--- src/egcd_pkg.sv ---
package egcd_pkg;

  // Default operand width of the block.
  localparam int unsigned DATA_WIDTH_DEF = 32;

  // Commands from the sequencer to the shared divider.
  typedef struct packed {
    logic load;  // Load fresh magnitudes and clear the partial remainder.
    logic step;  // Produce one quotient bit.
  } div_ctl_t;

  // Commands from the sequencer to the coefficient unit.
  typedef struct packed {
    logic init;    // Start a new item: p = 0, q = 1, p_prev = 1, q_prev = 0.
    logic step;    // Fold one quotient bit into the running products.
    logic commit;  // Apply the products and rotate the coefficient pairs.
    logic neg;     // The signed quotient of this round is negative.
  } coef_ctl_t;

endpackage

--- src/egcd_if.sv ---
// Input channel: one word carries an operand pair.
interface egcd_in_if
  import egcd_pkg::*;
#(
  parameter int unsigned DATA_WIDTH = DATA_WIDTH_DEF
) ();
  logic                         valid;
  logic                         ready;
  logic signed [DATA_WIDTH-1:0] a_value;
  logic signed [DATA_WIDTH-1:0] b_value;

  modport source (output valid, output a_value, output b_value, input ready);
  modport sink (input valid, input a_value, input b_value, output ready);
endinterface

// Output channel: one word carries the coefficients, the gcd and the error flag.
interface egcd_out_if
  import egcd_pkg::*;
#(
  parameter int unsigned DATA_WIDTH = DATA_WIDTH_DEF
) ();
  logic                         valid;
  logic                         ready;
  logic signed [DATA_WIDTH-1:0] coef_a;
  logic signed [DATA_WIDTH-1:0] coef_b;
  logic signed [DATA_WIDTH-1:0] gcd_value;
  logic                         div_zero_error;

  modport source (
    output valid, output coef_a, output coef_b, output gcd_value,
    output div_zero_error, input ready
  );
  modport sink (
    input valid, input coef_a, input coef_b, input gcd_value,
    input div_zero_error, output ready
  );
endinterface

--- src/extended_gcd_bezout.sv ---
// Extended Euclid engine: for one signed operand pair (a, b) it returns p, q and
// r with a*p + b*q = r, r being the gcd with the sign that truncating division
// gives (the sign of the last nonzero remainder). If the first remainder is
// already zero the result is p = 0, q = 1, r = b. If b is zero the word comes
// back with all three values zero and div_zero_error set, without any division.
// One pair is processed at a time and the input is not ready while it runs.
// Each Euclid round runs the bit-serial restoring divider, which also feeds
// the quotient bits into the coefficient accumulators, and then checks the
// remainder and commits the round. A finished word sits in an output
// register, and the next pair is accepted while it waits to be taken.
module extended_gcd_bezout
  import egcd_pkg::*;
#(
  parameter int unsigned DATA_WIDTH = DATA_WIDTH_DEF
) (
  input  logic             clk_i,
  input  logic             rst_ni,
  egcd_in_if.sink          in_i,
  egcd_out_if.source       out_o
);

  localparam int unsigned CW = $clog2(DATA_WIDTH + 1);

  // Sequencer states.
  localparam logic [2:0] ST_IDLE  = 3'd0;
  localparam logic [2:0] ST_START = 3'd1;
  localparam logic [2:0] ST_DIV   = 3'd2;
  localparam logic [2:0] ST_CHK   = 3'd3;
  localparam logic [2:0] ST_FIN   = 3'd4;

  logic [2:0]            state_q, state_d;
  logic [CW-1:0]         cnt_q, cnt_d;

  // Operands of the current round; a_q is only needed for the first division.
  logic [DATA_WIDTH-1:0] a_q, a_d;
  logic [DATA_WIDTH-1:0] b_q, b_d;
  logic                  n_neg_q, n_neg_d;
  logic                  d_neg_q, d_neg_d;
  logic                  err_q, err_d;

  // Output register.
  logic                  out_valid_q, out_valid_d;
  logic [DATA_WIDTH-1:0] out_a_q, out_a_d;
  logic [DATA_WIDTH-1:0] out_b_q, out_b_d;
  logic [DATA_WIDTH-1:0] out_r_q, out_r_d;
  logic                  out_err_q, out_err_d;

  div_ctl_t              div_ctl;
  coef_ctl_t             coef_ctl;
  logic [DATA_WIDTH-1:0] div_num, div_den;
  logic                  qbit;
  logic [DATA_WIDTH-1:0] rem_mag;
  logic [DATA_WIDTH-1:0] rem_signed;
  logic [DATA_WIDTH-1:0] a_mag, b_mag;
  logic [DATA_WIDTH-1:0] coef_p, coef_q;

  egcd_div #(
    .DATA_WIDTH(DATA_WIDTH)
  ) u_div (
    .clk_i (clk_i),
    .ctl_i (div_ctl),
    .num_i (div_num),
    .den_i (div_den),
    .qbit_o(qbit),
    .rem_o (rem_mag)
  );

  egcd_coef #(
    .DATA_WIDTH(DATA_WIDTH)
  ) u_coef (
    .clk_i (clk_i),
    .ctl_i (coef_ctl),
    .qbit_i(qbit),
    .p_o   (coef_p),
    .q_o   (coef_q)
  );

  // Magnitudes are exact in DATA_WIDTH unsigned bits, even for the most negative value.
  assign a_mag      = a_q[DATA_WIDTH-1] ? ('0 - a_q) : a_q;
  assign b_mag      = b_q[DATA_WIDTH-1] ? ('0 - b_q) : b_q;
  // The remainder takes the sign of the dividend.
  assign rem_signed = n_neg_q ? ('0 - rem_mag) : rem_mag;

  assign in_i.ready           = (state_q == ST_IDLE);
  assign out_o.valid          = out_valid_q;
  assign out_o.coef_a         = out_a_q;
  assign out_o.coef_b         = out_b_q;
  assign out_o.gcd_value      = out_r_q;
  assign out_o.div_zero_error = out_err_q;

  always_comb begin
    state_d     = state_q;
    cnt_d       = cnt_q;
    a_d         = a_q;
    b_d         = b_q;
    n_neg_d     = n_neg_q;
    d_neg_d     = d_neg_q;
    err_d       = err_q;
    out_valid_d = out_valid_q;
    out_a_d     = out_a_q;
    out_b_d     = out_b_q;
    out_r_d     = out_r_q;
    out_err_d   = out_err_q;
    div_ctl     = '0;
    coef_ctl    = '0;
    div_num     = a_mag;
    div_den     = b_mag;

    // The consumer takes the waiting word.
    if (out_valid_q && out_o.ready) begin
      out_valid_d = 1'b0;
    end

    case (state_q)
      ST_IDLE: begin
        if (in_i.valid) begin
          a_d   = in_i.a_value;
          b_d   = in_i.b_value;
          err_d = (in_i.b_value == '0);
          state_d = (in_i.b_value == '0) ? ST_FIN : ST_START;
        end
      end
      ST_START: begin
        div_ctl.load  = 1'b1;
        coef_ctl.init = 1'b1;
        n_neg_d       = a_q[DATA_WIDTH-1];
        d_neg_d       = b_q[DATA_WIDTH-1];
        cnt_d         = '0;
        state_d       = ST_DIV;
      end
      ST_DIV: begin
        div_ctl.step  = 1'b1;
        coef_ctl.step = 1'b1;
        cnt_d         = cnt_q + 1'b1;
        if (cnt_q == CW'(DATA_WIDTH - 1)) begin
          state_d = ST_CHK;
        end
      end
      ST_CHK: begin
        if (rem_mag == '0) begin
          // The current divisor is the gcd and the coefficients stand as they are.
          state_d = ST_FIN;
        end else begin
          // Rotate: the divisor becomes the dividend, the remainder the divisor.
          coef_ctl.commit = 1'b1;
          coef_ctl.neg    = n_neg_q ^ d_neg_q;
          div_ctl.load    = 1'b1;
          div_num         = b_mag;
          div_den         = rem_mag;
          a_d             = b_q;
          b_d             = rem_signed;
          n_neg_d         = b_q[DATA_WIDTH-1];
          d_neg_d         = n_neg_q;
          cnt_d           = '0;
          state_d         = ST_DIV;
        end
      end
      ST_FIN: begin
        if (!out_valid_q || out_o.ready) begin
          out_valid_d = 1'b1;
          out_a_d     = err_q ? '0 : coef_p;
          out_b_d     = err_q ? '0 : coef_q;
          out_r_d     = err_q ? '0 : b_q;
          out_err_d   = err_q;
          state_d     = ST_IDLE;
        end
      end
      default: begin
        state_d = ST_IDLE;
      end
    endcase
  end

  always_ff @(posedge clk_i or negedge rst_ni) begin
    if (!rst_ni) begin
      state_q     <= ST_IDLE;
      cnt_q       <= '0;
      out_valid_q <= 1'b0;
    end else begin
      state_q     <= state_d;
      cnt_q       <= cnt_d;
      out_valid_q <= out_valid_d;
    end
  end

  always_ff @(posedge clk_i) begin
    a_q       <= a_d;
    b_q       <= b_d;
    n_neg_q   <= n_neg_d;
    d_neg_q   <= d_neg_d;
    err_q     <= err_d;
    out_a_q   <= out_a_d;
    out_b_q   <= out_b_d;
    out_r_q   <= out_r_d;
    out_err_q <= out_err_d;
  end

  // A zero-divisor word carries zeros in all value fields.
  a_err_zero: assert property (@(posedge clk_i) disable iff (!rst_ni)
    out_valid_q && out_err_q |-> out_a_q == '0 && out_b_q == '0 && out_r_q == '0)
    else $error("error word with nonzero values");

  // A regular result never reports a zero gcd.
  a_gcd_nonzero: assert property (@(posedge clk_i) disable iff (!rst_ni)
    out_valid_q && !out_err_q |-> out_r_q != '0)
    else $error("zero gcd without error flag");

  // After a full division the remainder is below the divisor, so the rounds shrink.
  a_rem_below: assert property (@(posedge clk_i) disable iff (!rst_ni)
    state_q == ST_CHK |-> rem_mag < b_mag)
    else $error("divider remainder not below divisor");

  // A new word appears only from the finish state.
  a_out_from_fin: assert property (@(posedge clk_i) disable iff (!rst_ni)
    $rose(out_valid_q) |-> $past(state_q) == ST_FIN)
    else $error("output word loaded outside finish state");

  // The division counter never runs past the operand width.
  a_cnt_range: assert property (@(posedge clk_i) disable iff (!rst_ni)
    state_q == ST_DIV |-> cnt_q < CW'(DATA_WIDTH))
    else $error("division step counter out of range");

endmodule

--- src/egcd_div.sv ---
// Restoring divider on unsigned magnitudes, one quotient bit per step, MSB first.
module egcd_div
  import egcd_pkg::*;
#(
  parameter int unsigned DATA_WIDTH = DATA_WIDTH_DEF
) (
  input  logic                  clk_i,
  input  div_ctl_t              ctl_i,
  input  logic [DATA_WIDTH-1:0] num_i,
  input  logic [DATA_WIDTH-1:0] den_i,
  output logic                  qbit_o,
  output logic [DATA_WIDTH-1:0] rem_o
);

  logic [DATA_WIDTH-1:0] rem_q, rem_d;
  logic [DATA_WIDTH-1:0] num_q, num_d;
  logic [DATA_WIDTH-1:0] den_q, den_d;
  logic [DATA_WIDTH:0]   shifted;
  logic [DATA_WIDTH:0]   trial;

  assign shifted = {rem_q, num_q[DATA_WIDTH-1]};
  assign trial   = shifted - {1'b0, den_q};
  assign qbit_o  = ~trial[DATA_WIDTH];
  assign rem_o   = rem_q;

  always_comb begin
    rem_d = rem_q;
    num_d = num_q;
    den_d = den_q;
    if (ctl_i.load) begin
      rem_d = '0;
      num_d = num_i;
      den_d = den_i;
    end else if (ctl_i.step) begin
      rem_d = qbit_o ? trial[DATA_WIDTH-1:0] : shifted[DATA_WIDTH-1:0];
      num_d = {num_q[DATA_WIDTH-2:0], qbit_o};
    end
  end

  always_ff @(posedge clk_i) begin
    rem_q <= rem_d;
    num_q <= num_d;
    den_q <= den_d;
  end

endmodule

--- src/egcd_coef.sv ---
// Bezout coefficient pairs. The products p*quo and q*quo are built by Horner's
// rule from the quotient bits as the divider emits them, so a round needs no
// multiplier; all arithmetic wraps modulo 2^DATA_WIDTH.
module egcd_coef
  import egcd_pkg::*;
#(
  parameter int unsigned DATA_WIDTH = DATA_WIDTH_DEF
) (
  input  logic                  clk_i,
  input  coef_ctl_t             ctl_i,
  input  logic                  qbit_i,
  output logic [DATA_WIDTH-1:0] p_o,
  output logic [DATA_WIDTH-1:0] q_o
);

  logic [DATA_WIDTH-1:0] p_q, p_d, q_q, q_d;
  logic [DATA_WIDTH-1:0] pp_q, pp_d, qp_q, qp_d;
  logic [DATA_WIDTH-1:0] tp_q, tp_d, tq_q, tq_d;

  assign p_o = p_q;
  assign q_o = q_q;

  always_comb begin
    p_d  = p_q;
    q_d  = q_q;
    pp_d = pp_q;
    qp_d = qp_q;
    tp_d = tp_q;
    tq_d = tq_q;
    if (ctl_i.init) begin
      p_d  = '0;
      q_d  = DATA_WIDTH'(1);
      pp_d = DATA_WIDTH'(1);
      qp_d = '0;
      tp_d = '0;
      tq_d = '0;
    end else if (ctl_i.commit) begin
      // A negative quotient turns the subtraction of the magnitude product into an add.
      p_d  = ctl_i.neg ? (pp_q + tp_q) : (pp_q - tp_q);
      q_d  = ctl_i.neg ? (qp_q + tq_q) : (qp_q - tq_q);
      pp_d = p_q;
      qp_d = q_q;
      tp_d = '0;
      tq_d = '0;
    end else if (ctl_i.step) begin
      tp_d = {tp_q[DATA_WIDTH-2:0], 1'b0} + (qbit_i ? p_q : '0);
      tq_d = {tq_q[DATA_WIDTH-2:0], 1'b0} + (qbit_i ? q_q : '0);
    end
  end

  always_ff @(posedge clk_i) begin
    p_q  <= p_d;
    q_q  <= q_d;
    pp_q <= pp_d;
    qp_q <= qp_d;
    tp_q <= tp_d;
    tq_q <= tq_d;
  end

endmodule
--- src/flat_wrapper.sv ---
// flat-port wrapper written by rule: the top's interface ports become plain ports
module extended_gcd_bezout_flat import egcd_pkg::*;
#(
  parameter int unsigned DATA_WIDTH = DATA_WIDTH_DEF
)
  (clk_i, rst_ni, in_i_valid, in_i_a_value, in_i_b_value, in_i_ready, out_o_valid, out_o_coef_a, out_o_coef_b, out_o_gcd_value, out_o_div_zero_error, out_o_ready);
  egcd_in_if #(.DATA_WIDTH(DATA_WIDTH)) in_i_i ();
  egcd_out_if #(.DATA_WIDTH(DATA_WIDTH)) out_o_i ();
  input  logic clk_i;
  input  logic rst_ni;
  input wire logic [$bits(in_i_i.valid)-1:0] in_i_valid;
  input wire logic [$bits(in_i_i.a_value)-1:0] in_i_a_value;
  input wire logic [$bits(in_i_i.b_value)-1:0] in_i_b_value;
  output wire logic [$bits(in_i_i.ready)-1:0] in_i_ready;
  output wire logic [$bits(out_o_i.valid)-1:0] out_o_valid;
  output wire logic [$bits(out_o_i.coef_a)-1:0] out_o_coef_a;
  output wire logic [$bits(out_o_i.coef_b)-1:0] out_o_coef_b;
  output wire logic [$bits(out_o_i.gcd_value)-1:0] out_o_gcd_value;
  output wire logic [$bits(out_o_i.div_zero_error)-1:0] out_o_div_zero_error;
  input wire logic [$bits(out_o_i.ready)-1:0] out_o_ready;
  assign in_i_i.valid = in_i_valid;
  assign in_i_i.a_value = in_i_a_value;
  assign in_i_i.b_value = in_i_b_value;
  assign in_i_ready = in_i_i.ready;
  assign out_o_valid = out_o_i.valid;
  assign out_o_coef_a = out_o_i.coef_a;
  assign out_o_coef_b = out_o_i.coef_b;
  assign out_o_gcd_value = out_o_i.gcd_value;
  assign out_o_div_zero_error = out_o_i.div_zero_error;
  assign out_o_i.ready = out_o_ready;
  extended_gcd_bezout #(.DATA_WIDTH(DATA_WIDTH)) u_core (.clk_i(clk_i), .rst_ni(rst_ni), .in_i(in_i_i), .out_o(out_o_i));
endmodule
--- config.mk ---
export PLATFORM = sky130hd
export DESIGN_NAME = extended_gcd_bezout_flat
export DESIGN_NICKNAME = d
export VERILOG_FILES = /design/src/egcd_pkg.sv /design/src/egcd_if.sv /design/src/extended_gcd_bezout.sv /design/src/egcd_div.sv /design/src/egcd_coef.sv /design/src/flat_wrapper.sv
export SDC_FILE = /design/constraint.sdc
export NUM_CORES = 1
export LEC_CHECK = 0
export BUFFER_PORTS_ARGS = -buffer_cell sky130_fd_sc_hd__buf_4
export CORE_MARGIN = 2
export CORE_UTILIZATION = 51
export DETAILED_ROUTE_END_ITERATION = 10
export HOLD_SLACK_MARGIN = 0.03
export PLACE_DENSITY = 0.7
export SYNTH_ARGS = -nofsm -noshare
export SYNTH_HDL_FRONTEND = slang
export SYNTH_SLANG_ARGS = --single-unit
export TNS_END_PERCENT = 1
--- constraint.sdc ---
create_clock -name clk_i -period 6.28 [get_ports clk_i]
set_input_delay 0 -clock clk_i [delete_from_list [all_inputs] [get_ports clk_i]]
set_output_delay 0 -clock clk_i [all_outputs]
set_load 0.1 [all_outputs]
==> impl_metrics.py <==
metrics = {
    "timing": {
        "hold_viol": 0,
        "max-slew-margin-rel_pct": 24.41,
        "max_freq_mhz": 172.3,
        "setup_viol": 0,
        "slew_violations": 0,
        "rsz0062_at_grt": "no",
        "tns_ps": 0,
        "skew_ps": 31.26,
        "tightest_slew_ps": 1134,
        "min_period_ps": 5802,
        "fin_crit_sh_pct": 92.39,
    },
    "synthesis": {
        "syn_nets": 3533,
        "synth_top_family_by_area": "simple AND/OR/NAND/NOR gates",
        "synth_compound_area_share_pct": 19.72,
        "synth-simple-area-share_pct": 19.78,
        "ys_top_cells_by_area": "edfxtp_1, dfxtp_1, nand2_1",
        "seq_area_frac_synth_pct": 40.28,
        "async_flop_share_pct": 2.165,
        "synth-xor-area-share_pct": 8.769,
        "yosysTopAreaCell": "edfxtp_1",
        "ys_ff_latch": 462,
        "yosysWarnings": 0,
        "synthAdderAreaFrac_pct": 7.311,
        "synthCells": 3300,
        "mappedNetlistArea_mm2": 0.02875,
        "synth_edf_count": 228,
        "syn_avg_cell_area_um2": 8.712,
        "synth_top_area_share_pct": 23.81,
        "synth.area.mux_share_pct": 0.7007,
        "synthFlopType": "edfxtp_1",
        "synth_cell_type_count": 85,
    },
    "detailed_routing": {
        "drc": 0,
        "num_vias": 25060,
        "ant_nets": 0,
        "drtIter0Drc": 2199,
        "viasPerCell": 5.882,
        "dr.pass1.iters": 5,
        "wl_um": 82580,
        "wire_per_inst_um": 19.38,
    },
    "worst_setup_path": {
        "worstSetupStartpoint": "u_core.u_div.num_q[31]$_DFFE_PP_",
        "arrival_ps": 6290,
        "crit_type": "reg -> reg",
        "r2r_start": "u_core.u_div.num_q[31]$_DFFE_PP_",
        "cp-start-kind": "register",
        "path_max_fanout": 14,
        "worstPathRequired_ps": 6770,
        "endpoint_kind": "register",
    },
    "clocking": {
        "worstSkewPairLatency_ps": 630,
        "clk_path_buf_depth": 3,
        "post_cts_buffers": 0,
        "cts_resized": 0,
        "cts_hold_buffers": 70,
        "clock-sinks": 462,
        "cts_tree": "built",
        "cts_buffers": 50,
        "htree_levels": 2,
        "clk_pin_slew_ps": 60,
        "cts_root_buffer": "clkbuf_16",
    },
    "status": {
        "outcome": "completed",
    },
    "grt": {
        "grt_antenna_before_repair": 2,
        "grt_pass1_vias": 23680,
        "grt_use_total_pct": 27.97,
        "gr-total-overflow": 0,
        "grt_pass1_wl_um": 129700,
        "grt_start_max_net_pins": 145,
    },
    "die": {
        "initial_core_util_pct": 51.28,
        "ios": 167,
        "die-area_mm2": 0.05829,
        "die_w_um": 241.4,
        "rows": 87,
        "die_h_um": 241.4,
        "core-area_mm2": 0.05606,
    },
    "placement": {
        "io_buffer_count": 166,
        "place.gp.congestion": 0.9593,
        "dpl.hpwl_um": 57890,
    },
    "layout": {
        "final_nets": 3694,
        "fill_cells": 4834,
        "layout_commonest_cell": "nand2_1",
        "drive_above_1_share_pct": 10.05,
        "mostFrequentLayoutCells": "nand2_1, a21oi_1, edfxtp_1, o21ai_0, dfxtp_1",
        "synthToLayoutAreaGrowth_pct": 14.88,
    },
    "worst_hold_path": {
        "min-delay-start": "in_i_a_value[12]",
        "hp-class": "in -> reg",
    },
    "flow_run": {
        "drv_cap": 0,
    },
}
## synth_stat cells, types with 7 or more instances
| master | n |
|---|---|
| mux2i_1 | 19 |
| a211oi_1 | 25 |
| a31oi_1 | 20 |
| o21ai_0 | 226 |
| dfxtp_1 | 224 |
| nand2_1 | 596 |
| or4_1 | 14 |
| or2_2 | 9 |
| a21oi_2 | 8 |
| xnor2_1 | 139 |
| o211ai_1 | 42 |
| a21oi_1 | 326 |
| or3_1 | 13 |
| nand4_1 | 27 |
| inv_1 | 78 |
| o21bai_1 | 26 |
| dfrtp_1 | 10 |
| nand2b_1 | 19 |
| nand3_1 | 63 |
| buf_2 | 29 |
| o31ai_1 | 41 |
| buf_4 | 12 |
| xor2_1 | 147 |
| o21ai_1 | 17 |
| edfxtp_1 | 228 |
| or4_4 | 7 |
| nor2_1 | 152 |
| ha_1 | 160 |
| a21o_1 | 79 |
| nor4_1 | 12 |
| buf_1 | 7 |
| clkbuf_1 | 114 |
| o21a_1 | 19 |
| o41ai_1 | 22 |
| and3_1 | 20 |
| nor3_1 | 40 |
| nor2b_1 | 120 |
| and2_1 | 76 |
## area by class of cell
cell class	count	area (um2)	area share, %
Sequential cell	462	11580	35.07
Clock buffer	71	1451	4.395
Timing Repair Buffer	271	2260	6.842
Antenna cell	2	5.005	0.01515
Tap cell	756	945.9	2.864
Inverter	80	300.3	0.9092
Clock inverter	23	264.0	0.7994
Multi-Input combinational cell	2596	16220	49.11
## logic make-up after synthesis
family,after synthesis
AND/OR/NAND/NOR,1199
multiplexers,20
XOR/XNOR,287
flip-flops,462
AO/OA/AOI/OAI,925
buffers and inverters,242
adder cells (fa/ha/maj),165
## per-stage QoR
| stage | setup slack, ps | hold slack (ps) | util, % | instances | cell area (um2) |
|---|---|---|---|---|---|
| detailed placement | 595.9 | -159.9 | 54.59 | 4095 | 30610 |
| global route | 44.15 | 202.5 | 58.90 | 4259 | 33020 |
| finish | 477.7 | 199.3 | 58.91 | 4261 | 33030 |
| floorplan | 1293 | -295.6 | - | 3300 | 28750 |
| global placement | 742.9 | -163.2 | 54.59 | 4095 | 30610 |
| CTS | 553.5 | 164.2 | 58.90 | 4259 | 33020 |
## worst max-delay path, cell delays in order (launching register included)
cell and delay, ps:
edfxtp_1 340, inv_1 50, ha_1 220, fa_1 380, nand2b_1 190, a21oi_1 320
o21ai_1 220, a2bb2oi_1 200, nand3b_1 120, a21oi_2 110, xnor2_2 610, buf_4 300
and2_1 140, ha_1 190, a21o_1 140, a21oi_1 100, o21ai_0 260, a21o_1 170
o21ai_0 170, o41ai_1 760, a21bo_2 280, a31oi_1 100, xnor2_1 140, a22o_1 170
## sequential cells by signal, indices dropped and copies added (netlist names), 3 cells and up
name,cells
u_core.out_o.gcd_value,32
u_core.u_div.rem_o,32
u_core.u_coef.p_o,32
u_core.out_o.coef_a,32
u_core.u_coef.pp_q,32
u_core.out_o.coef_b,32
u_core.state_q,3
u_core.u_coef.tq_q,32
u_core.u_div.num_q,32
u_core.u_coef.q_o,32
u_core.b_q,32
u_core.u_coef.qp_q,32
u_core.a_q,32
u_core.u_coef.tp_q,32
u_core.cnt_q,6
u_core.u_div.den_q,32
## per-layer routing
layer | vias up | track usage (%) | share of wire [%]
li1 | 12040 | - | -
met1 | 11970 | 38.51 | 44
met2 | 903 | 45.58 | 46
met3 | 146 | 4.603 | 7.1
met4 | 2 | 7.688 | 2.6
met5 | - | 0 | 0.016
## path summary, 6_finish.rpt
kind | cells past startpoint | slack (ps) | to
worst max-delay path | 23 | 480 | u_core.u_coef.tq_q[30]$_SDFFE_PP0P_
max in group asynchronous | 3 | 5530 | u_core.cnt_q[5]$_DFFE_PN0P_
worst min-delay path | 4 | 200 | u_core.a_q[12]$_DFFE_PP_
worst min register to register | 2 | 460 | u_core.u_coef.pp_q[28]$_SDFFE_PP0P_
min in group asynchronous | 3 | 410 | u_core.state_q[2]$_DFFE_PN0P_
worst max register to register | 23 | 480 | u_core.u_coef.tq_q[30]$_SDFFE_PP0P_
Power is not shown: default switching activity piles up to over one toggle a cycle in this logic, so the estimate is an artifact.
